==> config.mk <==
export PLATFORM = sky130hd
export DESIGN_NAME = sfds_front
export DESIGN_NICKNAME = d
export VERILOG_FILES = /design/src/hdl/sfds_pkg.sv /design/src/hdl/sfds_front.sv
export SDC_FILE = /design/constraint.sdc
export NUM_CORES = 1
export LEC_CHECK = 0
export BUFFER_PORTS_ARGS = -buffer_cell sky130_fd_sc_hd__buf_2
export CORE_ASPECT_RATIO = 0.6
export CORE_MARGIN = 1.5
export CORE_UTILIZATION = 40
export DETAILED_ROUTE_END_ITERATION = 12
export PLACE_DENSITY = 0.7
export SLEW_MARGIN = 20
export SYNTH_ARGS = -nofsm -noshare
export SYNTH_HDL_FRONTEND = slang
export SYNTH_SLANG_ARGS = --single-unit
==> constraint.sdc <==
create_clock -name vclk -period 1.96
set_clock_uncertainty 0.05 [all_clocks]
set_input_delay 0 -clock vclk [all_inputs]
set_output_delay 0 -clock vclk [all_outputs]
set_load 0.005 [all_outputs]
==> src/hdl/sfds_pkg.sv <==
// shared types, constants and glyph font for the frame store with embedded sync
// depends on nothing; imported by every module of the block
package sfds_pkg;

	// frame geometry
	localparam int LINE_BYTES  = 50;
	localparam int FRAME_LINES = 525;
	localparam int BLOCK_LINES = 16;
	localparam int FRAME_BYTES = LINE_BYTES * FRAME_LINES;

	localparam int ADDR_W = $clog2(FRAME_BYTES);
	localparam int COL_W  = $clog2(LINE_BYTES);
	localparam int LINE_W = $clog2(FRAME_LINES);

	// port field widths
	localparam int KIND_W     = 3;
	localparam int COLF_W     = 6;
	localparam int ROWF_W     = 6;
	localparam int GLYPHF_W   = 6;
	localparam int PIX_W      = 8;
	localparam int HCOL_W     = 6;
	localparam int VLINE_W    = 10;
	localparam int CFG_IDX_W  = 3;
	localparam int CFG_DATA_W = 10;

	// sync bits inside a frame byte
	localparam logic [PIX_W-1:0] HSYNC_BIT = 8'h04;
	localparam logic [PIX_W-1:0] VSYNC_BIT = 8'h08;
	localparam logic [PIX_W-1:0] SYNC_MASK = 8'h0C;

	// register reset values
	localparam logic [HCOL_W-1:0]  HS_FIRST_RST = 6'd43;
	localparam logic [HCOL_W-1:0]  HS_LAST_RST  = 6'd49;
	localparam logic [VLINE_W-1:0] VS_FIRST_RST = 10'd490;
	localparam logic [VLINE_W-1:0] VS_LAST_RST  = 10'd491;
	localparam logic [PIX_W-1:0]   PATTERN_RST  = 8'd176;

	// font
	localparam int GLYPH_COUNT = 36;
	localparam int GLYPH_ROWS  = 5;
	localparam int GLYPH_COLS  = 3;
	localparam int GLYPH_CELLS = GLYPH_ROWS * GLYPH_COLS;
	localparam int GLYPH_IDX_W = $clog2(GLYPH_COUNT);
	localparam int CELL_W      = $clog2(GLYPH_CELLS);
	localparam int GROW_W      = $clog2(GLYPH_ROWS);
	localparam int GCOL_W      = $clog2(GLYPH_COLS);

	// queues
	localparam int QUEUE_DEPTH = 4;
	localparam int QPTR_W      = $clog2(QUEUE_DEPTH);
	localparam int QCNT_W      = $clog2(QUEUE_DEPTH + 1);
	localparam int OUT_DEPTH   = 4;
	localparam int OPTR_W      = $clog2(OUT_DEPTH);
	localparam int OCC_W       = $clog2(OUT_DEPTH + 1);

	// bit 2 of a row is the leftmost pixel
	localparam logic [GLYPH_COLS-1:0] FONT_ROM [GLYPH_COUNT][GLYPH_ROWS] = '{
		'{3'd7, 3'd5, 3'd5, 3'd5, 3'd7}, '{3'd6, 3'd2, 3'd2, 3'd2, 3'd7},
		'{3'd7, 3'd1, 3'd7, 3'd4, 3'd7}, '{3'd7, 3'd1, 3'd7, 3'd1, 3'd7},
		'{3'd5, 3'd5, 3'd7, 3'd1, 3'd1}, '{3'd7, 3'd4, 3'd7, 3'd1, 3'd7},
		'{3'd7, 3'd4, 3'd7, 3'd5, 3'd7}, '{3'd7, 3'd1, 3'd1, 3'd2, 3'd2},
		'{3'd7, 3'd5, 3'd7, 3'd5, 3'd7}, '{3'd7, 3'd5, 3'd7, 3'd1, 3'd7},
		'{3'd2, 3'd5, 3'd7, 3'd5, 3'd5}, '{3'd6, 3'd5, 3'd6, 3'd5, 3'd6},
		'{3'd3, 3'd4, 3'd4, 3'd4, 3'd3}, '{3'd6, 3'd5, 3'd5, 3'd5, 3'd6},
		'{3'd7, 3'd4, 3'd7, 3'd4, 3'd7}, '{3'd7, 3'd4, 3'd7, 3'd4, 3'd4},
		'{3'd7, 3'd4, 3'd5, 3'd5, 3'd7}, '{3'd5, 3'd5, 3'd7, 3'd5, 3'd5},
		'{3'd7, 3'd2, 3'd2, 3'd2, 3'd7}, '{3'd7, 3'd1, 3'd1, 3'd1, 3'd6},
		'{3'd4, 3'd4, 3'd5, 3'd6, 3'd5}, '{3'd4, 3'd4, 3'd4, 3'd4, 3'd7},
		'{3'd5, 3'd7, 3'd5, 3'd5, 3'd5}, '{3'd6, 3'd5, 3'd5, 3'd5, 3'd5},
		'{3'd2, 3'd5, 3'd5, 3'd5, 3'd2}, '{3'd7, 3'd5, 3'd6, 3'd4, 3'd4},
		'{3'd7, 3'd5, 3'd3, 3'd1, 3'd1}, '{3'd6, 3'd5, 3'd6, 3'd5, 3'd5},
		'{3'd3, 3'd4, 3'd7, 3'd1, 3'd6}, '{3'd7, 3'd2, 3'd2, 3'd2, 3'd2},
		'{3'd5, 3'd5, 3'd5, 3'd5, 3'd7}, '{3'd5, 3'd5, 3'd5, 3'd5, 3'd2},
		'{3'd5, 3'd5, 3'd7, 3'd7, 3'd5}, '{3'd5, 3'd5, 3'd2, 3'd5, 3'd5},
		'{3'd5, 3'd5, 3'd2, 3'd2, 3'd2}, '{3'd7, 3'd1, 3'd2, 3'd4, 3'd7}
	};

	// input kinds
	typedef enum logic [KIND_W-1:0] {
		KIND_SCAN  = 3'd0,
		KIND_INIT  = 3'd1,
		KIND_CLEAR = 3'd2,
		KIND_PIXEL = 3'd3,
		KIND_GLYPH = 3'd4
	} in_kind_t;

	// register indexes
	typedef enum logic [CFG_IDX_W-1:0] {
		CFG_HS_FIRST = 3'd0,
		CFG_HS_LAST  = 3'd1,
		CFG_VS_FIRST = 3'd2,
		CFG_VS_LAST  = 3'd3,
		CFG_PATTERN  = 3'd4
	} cfg_reg_t;

	// classified commands; a pixel is a one-cell glyph
	typedef enum logic [1:0] {
		OP_SCAN,
		OP_INIT,
		OP_CLEAR,
		OP_DRAW
	} cmd_op_t;

	typedef struct packed {
		cmd_op_t                  op;
		logic [COLF_W-1:0]        column;
		logic [ROWF_W-1:0]        block_row;
		logic [GLYPH_CELLS-1:0]   cells;
	} cmd_t;

	typedef struct packed {
		logic [HCOL_W-1:0]  hs_first;
		logic [HCOL_W-1:0]  hs_last;
		logic [VLINE_W-1:0] vs_first;
		logic [VLINE_W-1:0] vs_last;
		logic [PIX_W-1:0]   pattern;
	} cfg_t;

	// cell r*GLYPH_COLS+c set when the glyph has a pixel at row r, column c
	function automatic logic [GLYPH_CELLS-1:0] glyph_cells(input logic [GLYPH_IDX_W-1:0] g);
		logic [GLYPH_CELLS-1:0] m;
		m = '0;
		for (int r = 0; r < GLYPH_ROWS; r++) begin
			for (int c = 0; c < GLYPH_COLS; c++) begin
				m[r*GLYPH_COLS+c] = FONT_ROM[g][r][GLYPH_COLS-1-c];
			end
		end
		return m;
	endfunction

endpackage

==> src/hdl/sfds_front.sv <==
// front end: accepts requests, drops no-op requests, turns the rest into commands
// depends on sfds_pkg
module sfds_front import sfds_pkg::*; (
	input  logic                in_valid,
	output logic                in_stall,
	input  logic [KIND_W-1:0]   kind,
	input  logic [COLF_W-1:0]   column,
	input  logic [ROWF_W-1:0]   block_row,
	input  logic [GLYPHF_W-1:0] glyph,
	input  logic                q_full,
	input  logic                wiping,
	output logic                q_push,
	output cmd_t                q_cmd
);

	logic keep;

	always_comb begin
		keep            = 1'b0;
		q_cmd.op        = OP_SCAN;
		q_cmd.column    = column;
		q_cmd.block_row = block_row;
		q_cmd.cells     = '0;
		unique case (kind)
			KIND_SCAN: begin
				keep = 1'b1;
			end
			KIND_INIT: begin
				keep     = 1'b1;
				q_cmd.op = OP_INIT;
			end
			KIND_CLEAR: begin
				keep     = 1'b1;
				q_cmd.op = OP_CLEAR;
			end
			KIND_PIXEL: begin
				keep        = 1'b1;
				q_cmd.op    = OP_DRAW;
				q_cmd.cells = GLYPH_CELLS'(1);
			end
			KIND_GLYPH: begin
				// indexes past the font draw nothing
				if (GLYPH_IDX_W'(glyph) < GLYPH_IDX_W'(GLYPH_COUNT)) begin
					keep        = 1'b1;
					q_cmd.op    = OP_DRAW;
					q_cmd.cells = glyph_cells(GLYPH_IDX_W'(glyph));
				end
			end
			default: begin
				keep = 1'b0;
			end
		endcase
	end

	assign in_stall = q_full | wiping;
	assign q_push   = in_valid & ~in_stall & keep;

endmodule

[Word level (Yosys, flattened, before mapping)]
Memory sizes are Yosys's and may differ from the RTL's.
Cells that the tools add are included.
Word-level totals
  bits in registers: 0
  memory bits (read-only): 960
  input port bits: 24
  output and inout port bits: 31
  word-level logic and storage cells: 22
  memories: 1
Memories
  (no name shown): depth 64, bits a word 15, rd ports 1, clocked after Yosys merged registers in 0, wr ports 0, RTL line sfds_pkg.sv:125  | m[r*GLYPH_COLS+c] = FONT_ROM[g][r][GLYPH_COLS-1-c];
Cells by class
  order comparisons: 2
  equal/unequal tests: 4
  mux-type cells: 8
  bitwise logic cells: 5
  reductions and logical operators: 2
Operators with widths (number)
  15-bit 2-to-1 mux: 3
  15-bit case mux with 2 select lines: 1
  2-bit case mux with 4 select lines: 1
  7-bit greater-or-equal comparator, second input constant: 1
  6-bit inverter with 7-bit output: 1
  3-bit by 2-bit == test with 1-bit output, second input constant: 2
  6-bit less-than comparator, second input constant: 1
  4-bit OR reduction: 1
  3-bit by 1-bit == test with 1-bit output, second input constant: 1
  3-bit == test, second input constant: 1
  3-bit logical NOT: 1
  1-bit bitwise AND: 2
  2-bit 2-to-1 mux: 1
  1-bit case mux with 2 select lines: 1
  1-bit 2-to-1 mux: 1
  1-bit inverter: 1
  1-bit bitwise OR: 1

[Logic depth before layout (Yosys ltp)]
  depth after elaboration: 6
  depth in mapped cells: 8
  gate-level depth less buffers: 6

[Worst setup path after synthesis]
Ideal clock, no wire load.
  kind: input-to-output
  start point: in glyph[1]
  end point: out q_cmd[13] (netlist bit)
  arrival: 1404 ps
  required time: 1910 ps
  setup slack: 506 ps
  stages: 8
  buffers on the path: 2
  cells stage by stage: clkbuf_1 > inv_1 > ha_1 > clkbuf_1 > nor2b_1 > o311ai_1 > o311ai_1 > a21oi_1
RTL lines
  from (decl): RTL line sfds_front.sv:9  | input logic [GLYPHF_W-1:0] glyph,
  to (decl): RTL line sfds_front.sv:13  | output cmd_t q_cmd

==> impl_metrics.tcl <==
set metrics [dict create \
    synth_area_per_cell_um2 6.42 \
    diodes 0 \
    synth_area_leaders "a21oi_1, ha_1, buf_4, o21ai_0, nor2_1" \
    clock_power_share_pct 0 \
    rows 14 \
    hold_violations 0 \
    internal-power_uw 96.8 \
    use_met2_pct 28.8 \
    hpwlAfterDp_um 2240 \
    rsz0062_at_grt "false" \
    nFlopsAndLatches 0 \
    syn_area_um2 1070 \
    ys_seq_area_share_pct 0 \
    cp.required_ns 1.91 \
    tightest_slew_ns 0.525 \
    viasPerCell 6.03 \
    netlist_instances 166 \
    die_w_um 69.6 \
    core-area_um2 2520 \
    grtUsageMet3_pct 1.43 \
    globalplace.congestion 0.959 \
    worst_slew_margin_rel_pct 65.0 \
    ir_drop_mv 0.101 \
    powerDensity_nw_per_um2 197 \
    worst_slack_ns 0.220 \
    io_buffers 31 \
    use_met1_pct 32.9 \
    boundaryPins 55 \
    antenna_found_initial 0 \
    grt_max_degree 31 \
    critPathMaxFanout 14 \
    drtIter0Drc 132 \
    finalCritPeriodShare_pct 88.8 \
    synth_top_area_share_pct 10.8 \
    layout.nets 216 \
    multi_input_area_um2 835 \
    fmax_mhz 575 \
    maxCapViolCount 0 \
    overflow 0 \
    finalMaxSlewViolations 0 \
    hp-class "input pin to primary output" \
    nClkBuffers 0 \
    total_leakage_power_uw 0.000541 \
    grt_pass1_wl_um 5020 \
    p_sw_uw 141 \
    yosys.area.top_type "a21oi_1" \
    cts_resized 0 \
    first_pass_iters 5 \
    yosysWarnings 0 \
    fillers 282 \
    area.sequential_um2 0 \
    tns_ns 0 \
    worstPathArrival_ns 1.69 \
    place_area_um2 1090 \
    period_needed_ns 1.74 \
    syn-num-nets 198 \
    grt_pass1_vias 1012 \
    power_frac_comb_pct 100.0 \
    endpoint_kind "primary output" \
    design_area_um2 1210 \
    dieArea_um2 2990 \
    p_seq_share_pct 0 \
    place_ws_ns 0.279 \
    startpoint_type "input pin" \
    wl_per_cell_um 14.8 \
    setup_violations 0 \
    vias 1290 \
    postRouteAntennaNets 0 \
    dieHeight_um 43.0 \
    swShare_pct 59.3 \
    grt_usage_pct 19.9 \
    wirelength_um 3160 \
    initial_core_util_pct 42.3 \
    drc 0 \
    synth.distinct_cells 41 \
    grt-busiest-layer "met1" \
    fin_util_pct 48.0 \
    crit_type "input pin to primary output" \
    drive_gt1_share_pct 22.5 \
    syn2layout_area_growth_pct 13.5 \
    outcome "completed" \
]
[routing by layer]
layer,part of all wire [%],vias to the layer above
met1,47,571
met3,13,0
met2,40,96
met4,0,0
li1,-,623
met5,0,-
[cell usage in the layout, fill, tap and decap left out, types with 2 or more instances in the layout]
cell type,netlist,final
o21ai_0,15,15
mux2_2,3,3
a21oi_1,23,23
nor2_1,15,15
mux2i_1,2,2
o211ai_1,3,3
o311ai_1,2,2
buf_2,11,31
a21o_1,2,2
nand2_1,7,7
nor3b_1,2,2
a22oi_1,2,2
nand2b_1,2,2
a311oi_1,2,2
ha_1,8,8
buf_4,12,3
inv_1,10,10
nor2b_1,9,9
dlygate4sd3_1,0,12
a211oi_1,4,4
a31oi_1,2,2
nor3_1,4,4
a221oi_1,2,2
[synthesized netlist by cell type, drive strengths merged (3+ instances only)]
| library cell | count |
|---|---|
| a21oi | 23 |
| buf | 26 |
| a211oi | 4 |
| nor2b | 9 |
| clkbuf | 4 |
| nand2 | 7 |
| o311ai | 3 |
| o21ai | 15 |
| inv | 10 |
| mux2 | 3 |
| nor3 | 4 |
| ha | 8 |
| o211ai | 3 |
| nor2 | 15 |
| a311oi | 3 |
[through the flow]
stage / instances / total power [uW] / hold WS, ns
after floorplan: 166 / 177 / 0.00617
after global placement: 202 / 212 / -0.0500
after detailed placement: 202 / 210 / -0.0500
after CTS: 214 / 233 / 0.220
after global routing: 214 / 259 / 0.232
final: 214 / 238 / 0.216
[critical path, cell delays in order]
cell and delay, ns:
buf_2 0.25, inv_1 0.16, ha_1 0.39, nor2_1 0.17, a21oi_1 0.05, o311ai_0 0.40
a21oi_1 0.12, buf_2 0.14
[layout make-up]
class | count | share of cell area [%]
Inverter | 10 | 3.10
Multi-Input combinational cell | 126 | 69.0
Tap cell | 32 | 3.31
Timing Repair Buffer | 46 | 24.6
[power groups by stage]
stage | sequential [uW] | combinational [uW] | clock, uW
floorplan | 0 | 177 | 0
global placement | 0 | 212 | 0
detailed placement | 0 | 210 | 0
CTS | 0 | 233 | 0
global route | 0 | 259 | 0
finish | 0 | 238 | 0
[final timing paths]
path / to / start / cells past startpoint / slack, ns
min: in_stall / q_full / 3 / 0.22
max: q_cmd[12] / glyph[1] / 8 / 0.22
[what timing repair did]
action / CTS / global route
hold buffers: 12 / 0
endpoints found under the setup margin: 0 / 0
setup buffers: 0 / 0
hold endpoints to repair: 12 / 0
[cell families (layout without fill, tap and decap cells)]
| family | Yosys count | after routing | synth area share [%] |
|---|---|---|---|
| compound gates | 68 | 68 | 42.1 |
| simple gates | 44 | 44 | 20.9 |
| mux | 5 | 5 | 5.05 |
| xor+xnor | 1 | 1 | 0.822 |
| buf+inv | 40 | 56 | 21.7 |
| fa+ha+maj | 8 | 8 | 9.39 |
No activity file was read; power rests on OpenSTA's default activity.
