`src/hdl/sfds_pkg.sv`:
```
// shared types, constants and glyph font for the frame store with embedded sync
// depends on nothing; imported by every module of the block
package sfds_pkg;

	// frame geometry
	localparam int LINE_BYTES  = 50;
	localparam int FRAME_LINES = 525;
	localparam int BLOCK_LINES = 16;
	localparam int FRAME_BYTES = LINE_BYTES * FRAME_LINES;

	localparam int ADDR_W = $clog2(FRAME_BYTES);
	localparam int COL_W  = $clog2(LINE_BYTES);
	localparam int LINE_W = $clog2(FRAME_LINES);

	// port field widths
	localparam int KIND_W     = 3;
	localparam int COLF_W     = 6;
	localparam int ROWF_W     = 6;
	localparam int GLYPHF_W   = 6;
	localparam int PIX_W      = 8;
	localparam int HCOL_W     = 6;
	localparam int VLINE_W    = 10;
	localparam int CFG_IDX_W  = 3;
	localparam int CFG_DATA_W = 10;

	// sync bits inside a frame byte
	localparam logic [PIX_W-1:0] HSYNC_BIT = 8'h04;
	localparam logic [PIX_W-1:0] VSYNC_BIT = 8'h08;
	localparam logic [PIX_W-1:0] SYNC_MASK = 8'h0C;

	// register reset values
	localparam logic [HCOL_W-1:0]  HS_FIRST_RST = 6'd43;
	localparam logic [HCOL_W-1:0]  HS_LAST_RST  = 6'd49;
	localparam logic [VLINE_W-1:0] VS_FIRST_RST = 10'd490;
	localparam logic [VLINE_W-1:0] VS_LAST_RST  = 10'd491;
	localparam logic [PIX_W-1:0]   PATTERN_RST  = 8'd176;

	// font
	localparam int GLYPH_COUNT = 36;
	localparam int GLYPH_ROWS  = 5;
	localparam int GLYPH_COLS  = 3;
	localparam int GLYPH_CELLS = GLYPH_ROWS * GLYPH_COLS;
	localparam int GLYPH_IDX_W = $clog2(GLYPH_COUNT);
	localparam int CELL_W      = $clog2(GLYPH_CELLS);
	localparam int GROW_W      = $clog2(GLYPH_ROWS);
	localparam int GCOL_W      = $clog2(GLYPH_COLS);

	// queues
	localparam int QUEUE_DEPTH = 4;
	localparam int QPTR_W      = $clog2(QUEUE_DEPTH);
	localparam int QCNT_W      = $clog2(QUEUE_DEPTH + 1);
	localparam int OUT_DEPTH   = 4;
	localparam int OPTR_W      = $clog2(OUT_DEPTH);
	localparam int OCC_W       = $clog2(OUT_DEPTH + 1);

	// bit 2 of a row is the leftmost pixel
	localparam logic [GLYPH_COLS-1:0] FONT_ROM [GLYPH_COUNT][GLYPH_ROWS] = '{
		'{3'd7, 3'd5, 3'd5, 3'd5, 3'd7}, '{3'd6, 3'd2, 3'd2, 3'd2, 3'd7},
		'{3'd7, 3'd1, 3'd7, 3'd4, 3'd7}, '{3'd7, 3'd1, 3'd7, 3'd1, 3'd7},
		'{3'd5, 3'd5, 3'd7, 3'd1, 3'd1}, '{3'd7, 3'd4, 3'd7, 3'd1, 3'd7},
		'{3'd7, 3'd4, 3'd7, 3'd5, 3'd7}, '{3'd7, 3'd1, 3'd1, 3'd2, 3'd2},
		'{3'd7, 3'd5, 3'd7, 3'd5, 3'd7}, '{3'd7, 3'd5, 3'd7, 3'd1, 3'd7},
		'{3'd2, 3'd5, 3'd7, 3'd5, 3'd5}, '{3'd6, 3'd5, 3'd6, 3'd5, 3'd6},
		'{3'd3, 3'd4, 3'd4, 3'd4, 3'd3}, '{3'd6, 3'd5, 3'd5, 3'd5, 3'd6},
		'{3'd7, 3'd4, 3'd7, 3'd4, 3'd7}, '{3'd7, 3'd4, 3'd7, 3'd4, 3'd4},
		'{3'd7, 3'd4, 3'd5, 3'd5, 3'd7}, '{3'd5, 3'd5, 3'd7, 3'd5, 3'd5},
		'{3'd7, 3'd2, 3'd2, 3'd2, 3'd7}, '{3'd7, 3'd1, 3'd1, 3'd1, 3'd6},
		'{3'd4, 3'd4, 3'd5, 3'd6, 3'd5}, '{3'd4, 3'd4, 3'd4, 3'd4, 3'd7},
		'{3'd5, 3'd7, 3'd5, 3'd5, 3'd5}, '{3'd6, 3'd5, 3'd5, 3'd5, 3'd5},
		'{3'd2, 3'd5, 3'd5, 3'd5, 3'd2}, '{3'd7, 3'd5, 3'd6, 3'd4, 3'd4},
		'{3'd7, 3'd5, 3'd3, 3'd1, 3'd1}, '{3'd6, 3'd5, 3'd6, 3'd5, 3'd5},
		'{3'd3, 3'd4, 3'd7, 3'd1, 3'd6}, '{3'd7, 3'd2, 3'd2, 3'd2, 3'd2},
		'{3'd5, 3'd5, 3'd5, 3'd5, 3'd7}, '{3'd5, 3'd5, 3'd5, 3'd5, 3'd2},
		'{3'd5, 3'd5, 3'd7, 3'd7, 3'd5}, '{3'd5, 3'd5, 3'd2, 3'd5, 3'd5},
		'{3'd5, 3'd5, 3'd2, 3'd2, 3'd2}, '{3'd7, 3'd1, 3'd2, 3'd4, 3'd7}
	};

	// input kinds
	typedef enum logic [KIND_W-1:0] {
		KIND_SCAN  = 3'd0,
		KIND_INIT  = 3'd1,
		KIND_CLEAR = 3'd2,
		KIND_PIXEL = 3'd3,
		KIND_GLYPH = 3'd4
	} in_kind_t;

	// register indexes
	typedef enum logic [CFG_IDX_W-1:0] {
		CFG_HS_FIRST = 3'd0,
		CFG_HS_LAST  = 3'd1,
		CFG_VS_FIRST = 3'd2,
		CFG_VS_LAST  = 3'd3,
		CFG_PATTERN  = 3'd4
	} cfg_reg_t;

	// classified commands; a pixel is a one-cell glyph
	typedef enum logic [1:0] {
		OP_SCAN,
		OP_INIT,
		OP_CLEAR,
		OP_DRAW
	} cmd_op_t;

	typedef struct packed {
		cmd_op_t                  op;
		logic [COLF_W-1:0]        column;
		logic [ROWF_W-1:0]        block_row;
		logic [GLYPH_CELLS-1:0]   cells;
	} cmd_t;

	typedef struct packed {
		logic [HCOL_W-1:0]  hs_first;
		logic [HCOL_W-1:0]  hs_last;
		logic [VLINE_W-1:0] vs_first;
		logic [VLINE_W-1:0] vs_last;
		logic [PIX_W-1:0]   pattern;
	} cfg_t;

	// cell r*GLYPH_COLS+c set when the glyph has a pixel at row r, column c
	function automatic logic [GLYPH_CELLS-1:0] glyph_cells(input logic [GLYPH_IDX_W-1:0] g);
		logic [GLYPH_CELLS-1:0] m;
		m = '0;
		for (int r = 0; r < GLYPH_ROWS; r++) begin
			for (int c = 0; c < GLYPH_COLS; c++) begin
				m[r*GLYPH_COLS+c] = FONT_ROM[g][r][GLYPH_COLS-1-c];
			end
		end
		return m;
	endfunction

endpackage

```
`src/hdl/sfds_queue.sv`:
```
// short command queue between the front end and the drawing engine
// depends on sfds_pkg
module sfds_queue import sfds_pkg::*; (
	input  logic clk,
	input  logic arst_n,
	input  logic push,
	input  cmd_t push_cmd,
	output logic full,
	input  logic pop,
	output cmd_t pop_cmd,
	output logic empty
);

	cmd_t              slot_q [QUEUE_DEPTH];
	logic [QPTR_W-1:0] wr_q;
	logic [QPTR_W-1:0] rd_q;
	logic [QCNT_W-1:0] cnt_q;

	always_ff @(posedge clk or negedge arst_n) begin
		if (!arst_n) begin
			wr_q  <= '0;
			rd_q  <= '0;
			cnt_q <= '0;
		end else begin
			if (push) begin
				wr_q <= wr_q + QPTR_W'(1);
			end
			if (pop) begin
				rd_q <= rd_q + QPTR_W'(1);
			end
			if (push && !pop) begin
				cnt_q <= cnt_q + QCNT_W'(1);
			end else if (pop && !push) begin
				cnt_q <= cnt_q - QCNT_W'(1);
			end
		end
	end

	always_ff @(posedge clk) begin
		if (push) begin
			slot_q[wr_q] <= push_cmd;
		end
	end

	assign pop_cmd = slot_q[rd_q];
	assign full    = (cnt_q == QCNT_W'(QUEUE_DEPTH));
	assign empty   = (cnt_q == '0);

endmodule

```
`config.mk`:
```
export PLATFORM = sky130hd
export DESIGN_NAME = sfds_queue
export DESIGN_NICKNAME = d
export VERILOG_FILES = /design/src/hdl/sfds_pkg.sv /design/src/hdl/sfds_queue.sv
export SDC_FILE = /design/constraint.sdc
export NUM_CORES = 1
export LEC_CHECK = 0
export BUFFER_PORTS_ARGS = -buffer_cell sky130_fd_sc_hd__buf_2
export CAP_MARGIN = 5
export CORE_UTILIZATION = 50
export CTS_CLUSTER_SIZE = 40
export DETAILED_ROUTE_END_ITERATION = 8
export GPL_TIMING_DRIVEN = 0
export PLACE_DENSITY = 0.71
export REMOVE_ABC_BUFFERS = 1
export SYNTH_ARGS = -nofsm -noshare
export SYNTH_HDL_FRONTEND = slang
export SYNTH_SLANG_ARGS = --single-unit
```
`constraint.sdc`:
```
create_clock -name clk -period 2.1 [get_ports clk]
set_clock_uncertainty 0.2 [all_clocks]
set_input_delay 0 -clock clk [delete_from_list [all_inputs] [get_ports clk]]
set_output_delay 0 -clock clk [all_outputs]
set_load 0.01 [all_outputs]
```
# Yosys cells after proc, flatten, opt, wreduce, memory -nomap -nowiden
# Memory sizes are Yosys's and may differ from the RTL's.
# Cells that the tools add are included.
# classes
add_sub_neg	4
mul	0
div_mod_pow	0
n_lt_le_gt_ge	0
eq_ne	1
shifts	0
muxes	4
bitwise	0
n_reduce_logical	6
# op_table
op	count
$mux 3	2
$add 2x1->2 const B	2
$add 3x1->3 const B	1
$eq 3x3->1 const B	1
$logic_not 3->1	1
$sub 3x1->3 const B	1
$logic_and 1x1->1	2
$logic_not 1->1	2
$mux 1	2
$reduce_bool 2->1	1
# word_totals
ff_bits	7
latchBits	0
ramBits	116
rom_bits	0
inputBits	33
output_inout_bits	31
word_cells	19
memories	1
# memory_table
name	depth	width	rd	rd_clocked_by_memory_dff	wr	line	rtl
slot_q	4	29	1	0	1	sfds_queue.sv:14	cmd_t slot_q [QUEUE_DEPTH];

# Longest topological paths before layout
# depth
depth_word	4
mapped_depth	7
mapped_depth_nobuf	7

# Worst setup path before layout
# Ideal clock, no wire load.
# synth_timing
path_kind	flip-flop to flip-flop
from	register wr_q[0]
to	memory slot_q[0][0] (netlist bit) (enable)
setup_time_ps	389
t_arrival_ps	1343
t_required_ps	1511
slack_ps	168
path_stages_with_launch	4
n_path_buf	0
period_less_slack_ps	1932
path_cell_list	dfrtp_1 inv_1 ha_1 and2_1
# synth_rtl
item	line	rtl
start: declaration	sfds_queue.sv:15	logic [QPTR_W-1:0] wr_q;
start signal: assignment	sfds_queue.sv:26	wr_q <= wr_q + QPTR_W'(1);
end: declaration	sfds_queue.sv:14	
# No word-level cell before the write port.

==> metrics.txt <==
number of warnings reported in the yosys synthesis log=0; Worst setup startpoint=rd_q[0]; fraction of layout cells with a size suffix above 1=0.430; via count of the first global-routing pass=around 2.3k; routed wire length=roughly 7500 um; gr ovfl total=0; RePlAce Congestion=approximately 0.64; largest driver fanout on the critical path=7; die area=9540 um^2; critical path capture point type=output port; chain of cells forming the critical path=buf_4, mux4_2, buf_2; number of filler cells placed in the layout=~570; area occupied by multi-input gates=858 um^2; wire length of the first global-routing pass=11800 um; largest net degree at the start of global routing=30; final standard cell utilization of the core=0.688; Max Fclk=just under 500 MHz; initial antenna violation count=0; Inserted Diodes=0; count of non-filler cells in the finished layout=422; post-synthesis xor/xnor area fraction=0.0115; highest cell delay on the worst timing path=approximately 510 ps; count of cell types in the netlist=19; CP top delay family=flip-flops; starting utilization of the core area=0.520; CTS tree=built; min-delay worst type=primary input to register; Critical-path top delay cell=sky130_fd_sc_hd__dfrtp_4; Max Buffers Root-to-Sink=2; Final Setup Violations=0; violation count after the first detailed-routing iteration=64; Reg2Reg Launch Point=wr_q[0]; count of max-cap constraint violations=0; leading cell types in the layout, fill and taps excluded=116 x sky130_fd_sc_hd__edfxtp_1, 52 x sky130_fd_sc_hd__buf_2, 33 x sky130_fd_sc_hd__dlygate4sd3_1, 29 x sky130_fd_sc_hd__mux4_2, 17 x sky130_fd_sc_hd__clkbuf_16; min Tclk post-route=2070 ps; I/O Pins=64; final routed wire length divided by cell count=around 18 um; Max H-tree Level=4; total leakage power=~2.2 nW; # nets final=341; clk_lat worst skew=around 490 ps; Final ANT Viol Nets=0; post-synthesis average cell area=between 20 and 25 um^2; commonest non-fill, non-tap cell in the layout=sky130_fd_sc_hd__edfxtp_1; outcome=finished with violations; netlist area before placement=between 4000 and 5000 um^2; main combinational cell family by area after synthesis=multiplexers; clk slew on worst S/H paths=around 50 ps; Port Buf Inserts=63; horizontal die dimension=around 98 um; area growth from synthesis to layout=32.3%; Fin Hold WS=roughly 46 ps; vias after detailed routing=approximately 2.2k; TritonCTS Buffers=17; sinks on the clock net=123; post-synthesis register bit count=123; total count of max-transition violations in the final report=0; slew at the pin closest to its max-slew limit=around 800 ps; category of the most critical setup path=register to output port; area of the placeable core=8810 um^2; detailed-routing iteration count for the pre-antenna-repair pass=6; sequential-to-total area share from yosys stat=0.799; CP Data Arrival Time=around 1900 ps; Clock Tree Root=sky130_fd_sc_hd__clkbuf_8; Via density=about 5.3; row cnt=34; post-synthesis compound-gate area fraction=0.00109; placed cells=roughly 350; synthesized netlist cell count=between 150 and 200; final routed DRC violation total=16; failing checks=design-rule violations; power density cells=around 1400 nW/um^2; multiplexer area fraction after synthesis=0.146; element type at the critical path start=register; unrepaired setup endpoints after global routing=yes; Die Y=roughly 100 um; crit path buf inv count=2; Data required, critical path=between 1500 and 2000 ps; Synth Area in Simple Gates=0.0107; detailed placement HPWL=~4200 um; final clock period utilization by the worst path=0.985; post-placement worst setup slack=161 ps; final setup margin=31.4 ps; storage element area=about 3700 um^2; area share of fa/ha/maj cells after synthesis=0.0180; worst rel slew slack=0.464; peak supply drop=~0.82 mV; Min-Delay Startpoint=pop; final hold viol count=0; final setup TNS=0 ps; aggregate global-route resource usage=0.172
worst register-to-register path: stages, from the launching register on:
cell and delay (ps):
sky130_fd_sc_hd__dfrtp_1 420, sky130_fd_sc_hd__inv_1 100, sky130_fd_sc_hd__ha_1 130, sky130_fd_sc_hd__and2_2 670
kinds of logic after synthesis:
group                    Yosys count
AO/OA/AOI/OAI                      1
XOR/XNOR                           6
adder cells (fa/ha/maj)            6
buffers and inverters             10
flip-flops                       123
multiplexers                      30
AND/OR/NAND/NOR                    9
state kept, by name, indices dropped and copies added, names as in the netlist:
| signal | count |
|---|---|
| slot_q | 116 |
| rd_q | 2 |
| cnt_q | 3 |
| wr_q | 2 |
per-layer routing:
metal | wire, um | track usage | part of all wire
met1 | 3260 | 0.211 | 0.43
met2 | 3840 | 0.279 | 0.51
met3 | 300 | 0.0468 | 0.040
met4 | 125 | 0.0967 | 0.017
met5 | 0 | 0 | 0
worst paths after layout:
| path | end | slack, ps | cells after the start |
|---|---|---|---|
| setup / recovery | pop_cmd[27] | 30 | 3 |
| hold / removal | rd_q[0] | 50 | 3 |
| setup reg to reg | slot_q[2][20] | 200 | 3 |
| hold reg to reg | cnt_q[2] | 300 | 1 |
| max in group asynchronous | rd_q[1] | 1180 | 3 |
| min in group asynchronous | cnt_q[2] | 260 | 3 |
stage by stage:
step,power (W),area (um^2)
after floorplan,0.00477,4530
after global placement,0.00550,4980
after detailed placement,0.00564,5030
after CTS,0.00848,5990
after global routing,0.00895,6060
final,0.00857,6060
cell type report:
cell class / count / share of cell area
Sequential cell: 123 / 0.605
Multi-Input combinational cell: 52 / 0.142
Timing Repair Buffer: 104 / 0.138
Clock buffer: 18 / 0.0690
Tap cell: 108 / 0.0223
Clock inverter: 13 / 0.0213
Inverter: 4 / 0.00248
report_power, final:
part	switching, W	internal (W)
Combinational	0.00109	0.00135
Clock	0.000963	0.00166
Sequential	0.000257	0.00325
Total	0.00231	0.00626
repair_timing:
item	in CTS	in global routing
endpoints found under the setup margin	29	19
cloned	0	1
resized for setup	7	10
buffers inserted	4	1
hold buffers	33	0
hold endpoints to repair	130	0
Yosys cell counts:
cell                       number  area (um^2)
sky130_fd_sc_hd__mux4_2        28          631
sky130_fd_sc_hd__nor3_1         1         5.00
sky130_fd_sc_hd__clkbuf_1       1         3.75
sky130_fd_sc_hd__edfxtp_1     116         3480
sky130_fd_sc_hd__buf_2          2         10.0
sky130_fd_sc_hd__o21ai_0        1         5.00
sky130_fd_sc_hd__xnor2_1        2         17.5
sky130_fd_sc_hd__mux2_2         1         11.3
sky130_fd_sc_hd__dfrtp_1        7          175
sky130_fd_sc_hd__and2_1         4         25.0
sky130_fd_sc_hd__nor3b_1        1         7.51
sky130_fd_sc_hd__inv_1          4         15.0
sky130_fd_sc_hd__nor2_1         1         3.75
sky130_fd_sc_hd__xor2_1         4         35.0
sky130_fd_sc_hd__nand2_1        2         7.51
sky130_fd_sc_hd__mux4_1         1         26.3
sky130_fd_sc_hd__fa_1           1         20.0
sky130_fd_sc_hd__ha_1           5         62.6
sky130_fd_sc_hd__buf_6          3         33.8
No activity file was read; power rests on OpenSTA's default activity.
